===== src/window_sum_statistics_core_assert.svh =====
// ----------------------------------------------------------------------------
// window_sum_statistics_core assertion macros
// Implication checks that compile away when SYNTH is defined.
// ----------------------------------------------------------------------------
`ifndef WINDOW_SUM_STATISTICS_CORE_ASSERT_SVH
`define WINDOW_SUM_STATISTICS_CORE_ASSERT_SVH

`ifndef SYNTH

// same-cycle implication
`define WSS_ASSERT_IMPL(label, clk, rst, ante, cons) \
   label: assert property (@(posedge clk) disable iff (rst) (ante) |-> (cons)) \
      else $error("wss assertion failed");

// next-cycle implication
`define WSS_ASSERT_NEXT(label, clk, rst, ante, cons) \
   label: assert property (@(posedge clk) disable iff (rst) (ante) |=> (cons)) \
      else $error("wss assertion failed");

`else

`define WSS_ASSERT_IMPL(label, clk, rst, ante, cons)
`define WSS_ASSERT_NEXT(label, clk, rst, ante, cons)

`endif

`endif


===== src/wss_pkg.sv =====
// ----------------------------------------------------------------------------
// wss_pkg
// Widths and item types of the window sum statistics core.
// ----------------------------------------------------------------------------
package wss_pkg;

   localparam int SAMPLE_BITS_DEFAULT = 32;
   localparam int SAMPLE_W            = 32;
   localparam int POS_BITS            = 32;
   localparam int SUM_BITS            = 64;

   typedef struct packed {
      logic [SAMPLE_W-1:0] sample;
      logic                last;
   } req_item_type;

   typedef struct packed {
      logic [SUM_BITS-1:0] window_sum;
      logic [SUM_BITS-1:0] weighted_sum;
      logic [SUM_BITS-1:0] variation_sum;
   } rsp_item_type;

endpackage


===== src/wss_if.sv =====
// ----------------------------------------------------------------------------
// wss_if
// Valid/ready channels carrying sample items and result items.
// ----------------------------------------------------------------------------
interface wss_req_if;
   import wss_pkg::*;

   logic         valid;
   logic         ready;
   req_item_type item;

   modport source (output valid, output item, input ready);
   modport sink   (input valid, input item, output ready);
endinterface

interface wss_rsp_if;
   import wss_pkg::*;

   logic         valid;
   logic         ready;
   rsp_item_type item;

   modport source (output valid, output item, input ready);
   modport sink   (input valid, input item, output ready);
endinterface


===== src/window_sum_statistics_core.sv =====
// ----------------------------------------------------------------------------
// window_sum_statistics_core
// Plain, position-weighted and total-variation sums over sample windows.
// ----------------------------------------------------------------------------
//  channel   dir  payload                                        accepted when
//  req_chan  in   sample, last                                   valid && ready
//  rsp_chan  out  window_sum, weighted_sum, variation_sum        valid && ready
//
//  One sample per cycle. Three register stages: input register, product and
//  difference register, accumulators with the result register behind them.
//  The result loads as the window's last sample leaves the product register.
//  Synchronous reset clears the position counter, accumulators and valids.
//  A held result stalls all stages together; otherwise no bubbles.
// ----------------------------------------------------------------------------
module window_sum_statistics_core #(
   parameter int SAMPLE_BITS = wss_pkg::SAMPLE_BITS_DEFAULT
) (
   input logic      clock,
   input logic      reset,
   wss_req_if.sink  req_chan,
   wss_rsp_if.source rsp_chan
);
   import wss_pkg::*;

   `include "window_sum_statistics_core_assert.svh"

   localparam int PROD_BITS = POS_BITS + SAMPLE_BITS;

   logic                   advance;
   logic                   req_accept;
   logic [SAMPLE_BITS-1:0] sample_in;

   // window position tracking
   logic [POS_BITS-1:0]    position_ff, position_in;
   logic [SAMPLE_BITS-1:0] prev_ff, prev_in;

   // stage 1
   logic                   s1_valid_ff;
   logic                   s1_last_ff;
   logic [SAMPLE_BITS-1:0] s1_sample_ff;
   logic [SAMPLE_BITS-1:0] s1_prev_ff;
   logic [POS_BITS-1:0]    s1_position_ff;
   logic [SAMPLE_BITS-1:0] diff_in;
   logic [PROD_BITS-1:0]   product_in;

   // stage 2
   logic                   s2_valid_ff;
   logic                   s2_last_ff;
   logic [SAMPLE_BITS-1:0] s2_sample_ff;
   logic [SAMPLE_BITS-1:0] s2_diff_ff;
   logic [PROD_BITS-1:0]   s2_product_ff;

   // accumulators
   logic [SUM_BITS-1:0]    sum_acc_ff, sum_acc_in;
   logic [SUM_BITS-1:0]    weighted_acc_ff, weighted_acc_in;
   logic [SUM_BITS-1:0]    variation_acc_ff, variation_acc_in;

   logic                   rsp_valid_ff;
   rsp_item_type           rsp_item_ff;

   assign advance        = !rsp_valid_ff || rsp_chan.ready;
   assign req_accept     = req_chan.valid && advance;
   assign req_chan.ready = advance;
   assign sample_in      = req_chan.item.sample[SAMPLE_BITS-1:0];

   assign rsp_chan.valid = rsp_valid_ff;
   assign rsp_chan.item  = rsp_item_ff;

   always_comb begin
      if (req_chan.item.last) begin
         position_in = '0;
         prev_in     = '0;
      end else begin
         position_in = position_ff + POS_BITS'(1);
         prev_in     = sample_in;
      end
   end

   always_comb begin
      if (s1_position_ff == '0) begin
         diff_in = '0;
      end else if (s1_sample_ff > s1_prev_ff) begin
         diff_in = s1_sample_ff - s1_prev_ff;
      end else begin
         diff_in = s1_prev_ff - s1_sample_ff;
      end
      product_in = PROD_BITS'(s1_position_ff) * PROD_BITS'(s1_sample_ff);
   end

   always_comb begin
      sum_acc_in       = sum_acc_ff + SUM_BITS'(s2_sample_ff);
      weighted_acc_in  = weighted_acc_ff + SUM_BITS'(s2_product_ff);
      variation_acc_in = variation_acc_ff + SUM_BITS'(s2_diff_ff);
   end

   // control state
   always_ff @(posedge clock) begin
      if (reset) begin
         position_ff      <= '0;
         prev_ff          <= '0;
         s1_valid_ff      <= 1'b0;
         s2_valid_ff      <= 1'b0;
         rsp_valid_ff     <= 1'b0;
         sum_acc_ff       <= '0;
         weighted_acc_ff  <= '0;
         variation_acc_ff <= '0;
      end else begin
         if (req_accept) begin
            position_ff <= position_in;
            prev_ff     <= prev_in;
         end
         if (advance) begin
            s1_valid_ff  <= req_chan.valid;
            s2_valid_ff  <= s1_valid_ff;
            rsp_valid_ff <= s2_valid_ff && s2_last_ff;
            if (s2_valid_ff) begin
               if (s2_last_ff) begin
                  sum_acc_ff       <= '0;
                  weighted_acc_ff  <= '0;
                  variation_acc_ff <= '0;
               end else begin
                  sum_acc_ff       <= sum_acc_in;
                  weighted_acc_ff  <= weighted_acc_in;
                  variation_acc_ff <= variation_acc_in;
               end
            end
         end
      end
   end

   // payload
   always_ff @(posedge clock) begin
      if (advance) begin
         s1_last_ff     <= req_chan.item.last;
         s1_sample_ff   <= sample_in;
         s1_prev_ff     <= prev_ff;
         s1_position_ff <= position_ff;
         s2_last_ff     <= s1_last_ff;
         s2_sample_ff   <= s1_sample_ff;
         s2_diff_ff     <= diff_in;
         s2_product_ff  <= product_in;
         if (s2_valid_ff && s2_last_ff) begin
            rsp_item_ff.window_sum    <= sum_acc_in;
            rsp_item_ff.weighted_sum  <= weighted_acc_in;
            rsp_item_ff.variation_sum <= variation_acc_in;
         end
      end
   end

   `WSS_ASSERT_NEXT(a_pos_clear, clock, reset, req_accept && req_chan.item.last, position_ff == '0)
   `WSS_ASSERT_NEXT(a_rsp_load, clock, reset, advance && s2_valid_ff && s2_last_ff, rsp_valid_ff)
   `WSS_ASSERT_NEXT(a_acc_clear, clock, reset, advance && s2_valid_ff && s2_last_ff, sum_acc_ff == '0 && weighted_acc_ff == '0 && variation_acc_ff == '0)
   `WSS_ASSERT_NEXT(a_first_diff, clock, reset, advance && s1_valid_ff && s1_position_ff == '0, s2_diff_ff == '0)

endmodule

===== src/flat_wrapper.sv =====
// flat-port wrapper written by rule: the top's interface ports become plain ports
module window_sum_statistics_core_flat import wss_pkg::*;
#(
   parameter int SAMPLE_BITS = wss_pkg::SAMPLE_BITS_DEFAULT
)
  (clock, reset, req_chan_valid, req_chan_item, req_chan_ready, rsp_chan_valid, rsp_chan_item, rsp_chan_ready);
  wss_req_if req_chan_i ();
  wss_rsp_if rsp_chan_i ();
  input logic clock;
  input logic reset;
  input wire logic [$bits(req_chan_i.valid)-1:0] req_chan_valid;
  input wire logic [$bits(req_chan_i.item)-1:0] req_chan_item;
  output wire logic [$bits(req_chan_i.ready)-1:0] req_chan_ready;
  output wire logic [$bits(rsp_chan_i.valid)-1:0] rsp_chan_valid;
  output wire logic [$bits(rsp_chan_i.item)-1:0] rsp_chan_item;
  input wire logic [$bits(rsp_chan_i.ready)-1:0] rsp_chan_ready;
  assign req_chan_i.valid = req_chan_valid;
  assign req_chan_i.item = req_chan_item;
  assign req_chan_ready = req_chan_i.ready;
  assign rsp_chan_valid = rsp_chan_i.valid;
  assign rsp_chan_item = rsp_chan_i.item;
  assign rsp_chan_i.ready = rsp_chan_ready;
  window_sum_statistics_core #(.SAMPLE_BITS(SAMPLE_BITS)) u_core (.clock(clock), .reset(reset), .req_chan(req_chan_i), .rsp_chan(rsp_chan_i));
endmodule

===== config.mk =====
export PLATFORM = sky130hd
export DESIGN_NAME = window_sum_statistics_core_flat
export DESIGN_NICKNAME = d
export VERILOG_FILES = /design/src/wss_pkg.sv /design/src/wss_if.sv /design/src/window_sum_statistics_core.sv /design/src/flat_wrapper.sv
export VERILOG_INCLUDE_DIRS = /design/src /design/src/src
export SDC_FILE = /design/constraint.sdc
export NUM_CORES = 2
export LEC_CHECK = 0
export ABC_CLOCK_PERIOD_IN_PS = 25400
export BUFFER_PORTS_ARGS = -buffer_cell sky130_fd_sc_hd__buf_2
export CAP_MARGIN = 20
export CORE_MARGIN = 4
export CORE_UTILIZATION = 55
export CTS_CLUSTER_SIZE = 8
export DETAILED_ROUTE_END_ITERATION = 8
export HOLD_SLACK_MARGIN = 0.12
export PLACE_DENSITY_LB_ADDON = 0.3
export SLEW_MARGIN = 30
export SYNTH_ARGS = -nofsm -noshare
export SYNTH_HDL_FRONTEND = slang
export SYNTH_SLANG_ARGS = --single-unit
export TNS_END_PERCENT = 100

===== constraint.sdc =====
create_clock -name clock -period 25.4 [get_ports clock]
set_input_delay 3.81 -clock clock [delete_from_list [all_inputs] [get_ports clock]]
set_output_delay 3.81 -clock clock [all_outputs]
set_load 0.01 [all_outputs]

Yosys cells after proc, flatten, opt, wreduce, memory -nomap -nowiden:

Cells that the tools add are included.

* add/subtract/negate cells: 6
* multiply operators: 1
* order comparisons: 1
* muxes and demuxes: 6
* reduce and logical (&&, ||, !) cells: 7

Operators with widths (number)
* 2-to-1 mux 64 bit: 3
* adder 64 x 32 -> 64 bit: 2
* 2-to-1 mux 32 bit: 3
* adder 64 bit: 1
* multiplier 32 x 32 -> 64 bit: 1
* subtractor 32 bit: 2
* adder 32 x 1 -> 32 bit, second input constant: 1
* > comparator 32 bit: 1
* logical NOT 32 bit: 1
* AND reduction 2 bit: 2
* logical AND 1 bit: 2
* logical NOT 1 bit: 1
* logical OR 1 bit: 1

* flip-flop bits (word level): 677
* input port bits: 37
* output and inout port bits: 194

Logic depth before layout (Yosys ltp):

* word-level depth: 3
* mapped depth: 27
* mapped depth without buffers: 25

Worst setup path after synthesis:

OpenSTA, ideal clock, no wires.

* path kind: input-to-reg
* start: input port rsp_chan_ready
* end: register u_core.rsp_item_ff (netlist bit u_core.rsp_chan.item[0]), enable pin
* setup time: 0.544 ns
* arrival time: 15.100 ns
* required time: 24.856 ns
* setup slack: 9.756 ns
* stages on the path: 7
* path buffers: 3
* path through: nand2b_1 clkbuf_1 and2_1 clkbuf_1 clkbuf_1 nand2_1 inv_1

* word-level cells in the longest chain between the ends: 2

Ends and longest elaborated chain
* start: declaration: RTL line flat_wrapper.sv:16 `input wire logic [$bits(rsp_chan_i.ready)-1:0] rsp_chan_ready;`
* logical OR 1 bit: RTL line window_sum_statistics_core.sv:61 `assign advance = !rsp_valid_ff || rsp_chan.ready;`
* net req_chan_ready: RTL line flat_wrapper.sv:13 `output wire logic [$bits(req_chan_i.ready)-1:0] req_chan_ready;`
* AND reduction 2 bit (no source line)
* end: declaration: RTL line window_sum_statistics_core.sv:59 `rsp_item_type rsp_item_ff;`

The timed path passes the listed nets, and every way through them passes these cells.
A chain may end at the register's enable or synchronous reset.

Worst setup path in the final report:

* start: register u_core.s1_sample_ff[9]
* end: register u_core.s2_product_ff[63] (data pin)

* word-level cells in the longest chain between the ends: 1

Ends and longest elaborated chain
* start: declaration: RTL line window_sum_statistics_core.sv:40 `logic [SAMPLE_BITS-1:0] s1_sample_ff;`
* start signal: assignment: RTL line window_sum_statistics_core.sv:135 `s1_sample_ff <= sample_in;`
* multiplier 32 x 32 -> 64 bit: RTL line window_sum_statistics_core.sv:87 `product_in = PROD_BITS'(s1_position_ff) * PROD_BITS'(s1_sample_ff);`
* net u_core.product_in[63]: RTL line window_sum_statistics_core.sv:44 `logic [PROD_BITS-1:0] product_in;`
* end signal: assignment: RTL line window_sum_statistics_core.sv:141 `s2_product_ff <= product_in;`
* end: declaration: RTL line window_sum_statistics_core.sv:51 `logic [PROD_BITS-1:0] s2_product_ff;`

The timed path passes the listed nets, and every way through them passes these cells.

==> flow_metrics.env <==
export IMPL_outcome="finished clean"
export IMPL_place_ws_ns=16.63
export IMPL_clock_latency_ns=0.73
export IMPL_worst_endpoint_arrival_ns=9.37
export IMPL_biggest_cell_delay_along_the_critical_path_ns=1.08
export IMPL_grt_util_all_layers_pct=30.3
export IMPL_timing_critical_path_depth=25
export IMPL_fmax_mhz=112
export IMPL_syn_instance_count=6970
export IMPL_finalCriticalPeriod_ns=8.96
export IMPL_comb_pwr_share_pct=23.1
export IMPL_ys_types=85
export IMPL_max_slew_margin_rel_pct=25.3
export IMPL_floorplan_io_pins=231
export IMPL_power_leakage_uw=0.0340
export IMPL_routed_via_count=51400
export IMPL_final_antenna_net_count=0
export IMPL_die_area_um2=129000
export IMPL_clock_sinks=677
export IMPL_initialDrtViolationCount=4325
export IMPL_hp_class="reg2reg"
export IMPL_whs_path_depth=0
export IMPL_worst_hold_startpoint="u_core.prev_ff[9]"
export IMPL_power_frac_clock_pct=37.7
export IMPL_timing_critical_path_fanout_max=23
export IMPL_drt_pre_antenna_iters=6
export IMPL_place_area_um2=70100
export IMPL_internal_power_uw=2270
export IMPL_net_switching_power_uw=1060
export IMPL_cells_taking_the_most_area_after_synthesis="sky130_fd_sc_hd__fa_1, sky130_fd_sc_hd__edfxtp_1, sky130_fd_sc_hd__ha_1"
export IMPL_ys_warn_count=0
export IMPL_yosys_area_share_adder_pct=35.1
export IMPL_pwr_density_cell_nw_per_um2=45.5
export IMPL_post_synth_xor_area_fraction_pct=3.71
export IMPL_sequentialPowerShare_pct=39.2
export IMPL_numPortBuffers=230
export IMPL_worst_path_dominant_cell_family="adder cells"
export IMPL_routabilityCongestion=0.923
export IMPL_simple_gate_share_of_the_synthesized_area_pct=15.3
export IMPL_dominantRegCellSynth="sky130_fd_sc_hd__edfxtp_1"
export IMPL_worst_pin_slew_ns=1.12
export IMPL_synth_top_area_cell="sky130_fd_sc_hd__fa_1"
export IMPL_grt_pass1_vias=52700
export IMPL_power_switching_share_pct=31.9
export IMPL_post_cts_resized_instances=0
export IMPL_grt_antenna_before_repair=12
export IMPL_tritoncts_num_buffers=98
export IMPL_synth_nets=8362
export IMPL_postSynthAreaPerCell_um2=9.70
export IMPL_route_detailed_wl_per_inst_um=22.1
export IMPL_final_net_count=8409
export IMPL_layout_setup_ws_ns=16.44
export IMPL_max_buffers_root_to_sink=3
export IMPL_detail_routed_via_count_per_cell=5.89
export IMPL_critical_path_most_common_cell="sky130_fd_sc_hd__fa_1"
export IMPL_dp_final_hpwl_mm=141
export IMPL_synth_edf_count=418
export IMPL_endpoint_kind="register"
export IMPL_grt_setup_unrepaired="false"
export IMPL_start_kind="register"
export IMPL_setup_total_negative_slack_ns=0
export IMPL_regToRegStartpoint="u_core.s1_sample_ff[9]"
export IMPL_reg2reg_slack_ns=16.44
export IMPL_floorplan_initialDensity_pct=55.5
export IMPL_main_combinational_cell_family_by_area_after_synthesis="adder cells"
export IMPL_ir_worst_vdd_v=0.0000581
export IMPL_synth_sequential_area_ratio_pct=26.2
export IMPL_finalMaxSlewViolations=0
export IMPL_synth_common_cells="sky130_fd_sc_hd__inv_1, sky130_fd_sc_hd__fa_1, sky130_fd_sc_hd__nand2_1"
export IMPL_rows=128
export IMPL_drc_viols=0
export IMPL_pin_count_of_the_biggest_net_entering_global_routing=124
export IMPL_final_area_um2=73100
export IMPL_worst_path_max_delay_cell="sky130_fd_sc_hd__edfxtp_1"
export IMPL_finalClockSkew_ns=0.0741
export IMPL_clkTransAtPathRegs_ns=0.06
export IMPL_ff2ff_path_depth=25
export IMPL_synthMostInstantiatedCell="sky130_fd_sc_hd__inv_1"
export IMPL_wire_length_of_the_first_global_routing_pass_mm=301
export IMPL_globalRouteOverflowTotal=0
export IMPL_post_cts_setup_repair_buffer_count=0
export IMPL_ys_async_sr_fraction_pct=0
export IMPL_areaGrowthSynthToFinish_pct=8.17
export IMPL_yosys_area_top_type_share_pct=26.7
export IMPL_core_region_area_um2=122000
export IMPL_cts_htree_levels=3
export IMPL_clock_root_buffer="sky130_fd_sc_hd__clkbuf_16"
export IMPL_cts_tree="built"
export IMPL_postSynthRegisterBits=677
export IMPL_drv_cap=0
export IMPL_final_setup_viol_count=0
export IMPL_routed_wl_mm=193
export IMPL_compound_gate_portion_of_the_synthesized_area_pct=11.8
export IMPL_fillers=10400
export IMPL_cp_required_ns=25.81
export IMPL_finalCritPeriodShare_pct=35.3
export IMPL_critical_path_startpoint="u_core.s1_sample_ff[9]"
export IMPL_netlist_area_um2=67600
export IMPL_total_count_of_hold_check_failures_in_the_final_report=0
export IMPL_worst_path_buf_inv=6
export IMPL_critical_path_class="reg2reg"
export IMPL_proportion_of_synthesized_area_in_mux_cells_pct=0.352
export IMPL_hold_buffers=0
export IMPL_die_height_um=359
export IMPL_drive_above_1_share_pct=6.79
export IMPL_die_outline_width_um=359
kinds of logic after synthesis:
| logic type | Yosys count |
|---|---|
| AOI/OAI and AO/OA | 1206 |
| xor gates and xnor gates | 286 |
| adders and majority gates | 1355 |
| buffers and inverters | 1349 |
| DFF | 677 |
| muxes | 23 |
| and+or+nand+nor | 2074 |
cells in the final DEF (no fill, tap or decap), drive strengths merged, types with 59 or more instances in the layout:
cell type / count
nand4: 67
edfxtp: 418
xor2: 117
fa: 901
nor2: 295
o21ai: 186
clkbuf: 173
a21o: 142
a31oi: 59
buf: 323
nand2: 740
xnor2: 169
a21oi: 353
nand3: 92
inv: 972
ha: 454
a22oi: 59
and2: 628
dfxtp: 259
power groups by stage:
stage	sequential (uW)	combinational (uW)	clock, uW
after CTS	1300	755	1280
after floorplan	1310	509	0
after global placement	1320	742	0
after detailed placement	1320	750	0
final	1300	769	1250
after global routing	1310	838	1330
per-layer routing:
layer  global-route usage, %  wire (um)  up-vias
met5                       0          0        -
met4                    11.9       8320        0
met3                    7.17      18400      501
met2                    48.5      88600     2235
met1                    40.2      77900    25600
li1                        -          -    23000
state kept, by name, indices dropped and copies added (netlist names), 32 cells and up:
| register | count |
|---|---|
| u_core.position_ff | 32 |
| u_core.prev_ff | 32 |
| u_core.rsp_chan.item | 192 |
| u_core.s1_position_ff | 32 |
| u_core.s1_prev_ff | 32 |
| u_core.s1_sample_ff | 32 |
| u_core.s2_diff_ff | 32 |
| u_core.s2_product_ff | 64 |
| u_core.s2_sample_ff | 32 |
| u_core.sum_acc_ff | 64 |
| u_core.variation_acc_ff | 64 |
| u_core.weighted_acc_ff | 64 |
final timing paths:
kind                                   end
setup / recovery  u_core.s2_product_ff[63]
hold / removal        u_core.s1_prev_ff[9]
setup reg to reg  u_core.s2_product_ff[63]
hold reg to reg       u_core.s1_prev_ff[9]
per-stage QoR:
step                      power, uW  utilization [%]  hold slack, ns  std cells
after floorplan                1810                -           0.400       6970
after global placement         2060             57.5           0.406       8542
after detailed placement       2070             57.5           0.408       8542
after CTS                      3330             60.0           0.406       8727
after global routing           3470             60.0           0.415       8728
final                          3330             60.0           0.401       8733
layout make-up:
class	count	area, um^2	share of cell area (%)
Multi-Input combinational cell	4944	44800	61.3
Inverter	973	3660	5.00
Tap cell	1625	2030	2.78
Sequential cell	677	17700	24.3
Timing Repair Buffer	323	1860	2.55
Antenna cell	6	15.0	0.0205
Clock inverter	12	240	0.329
Clock buffer	173	2780	3.80
No activity file was read; power rests on OpenSTA's default activity.
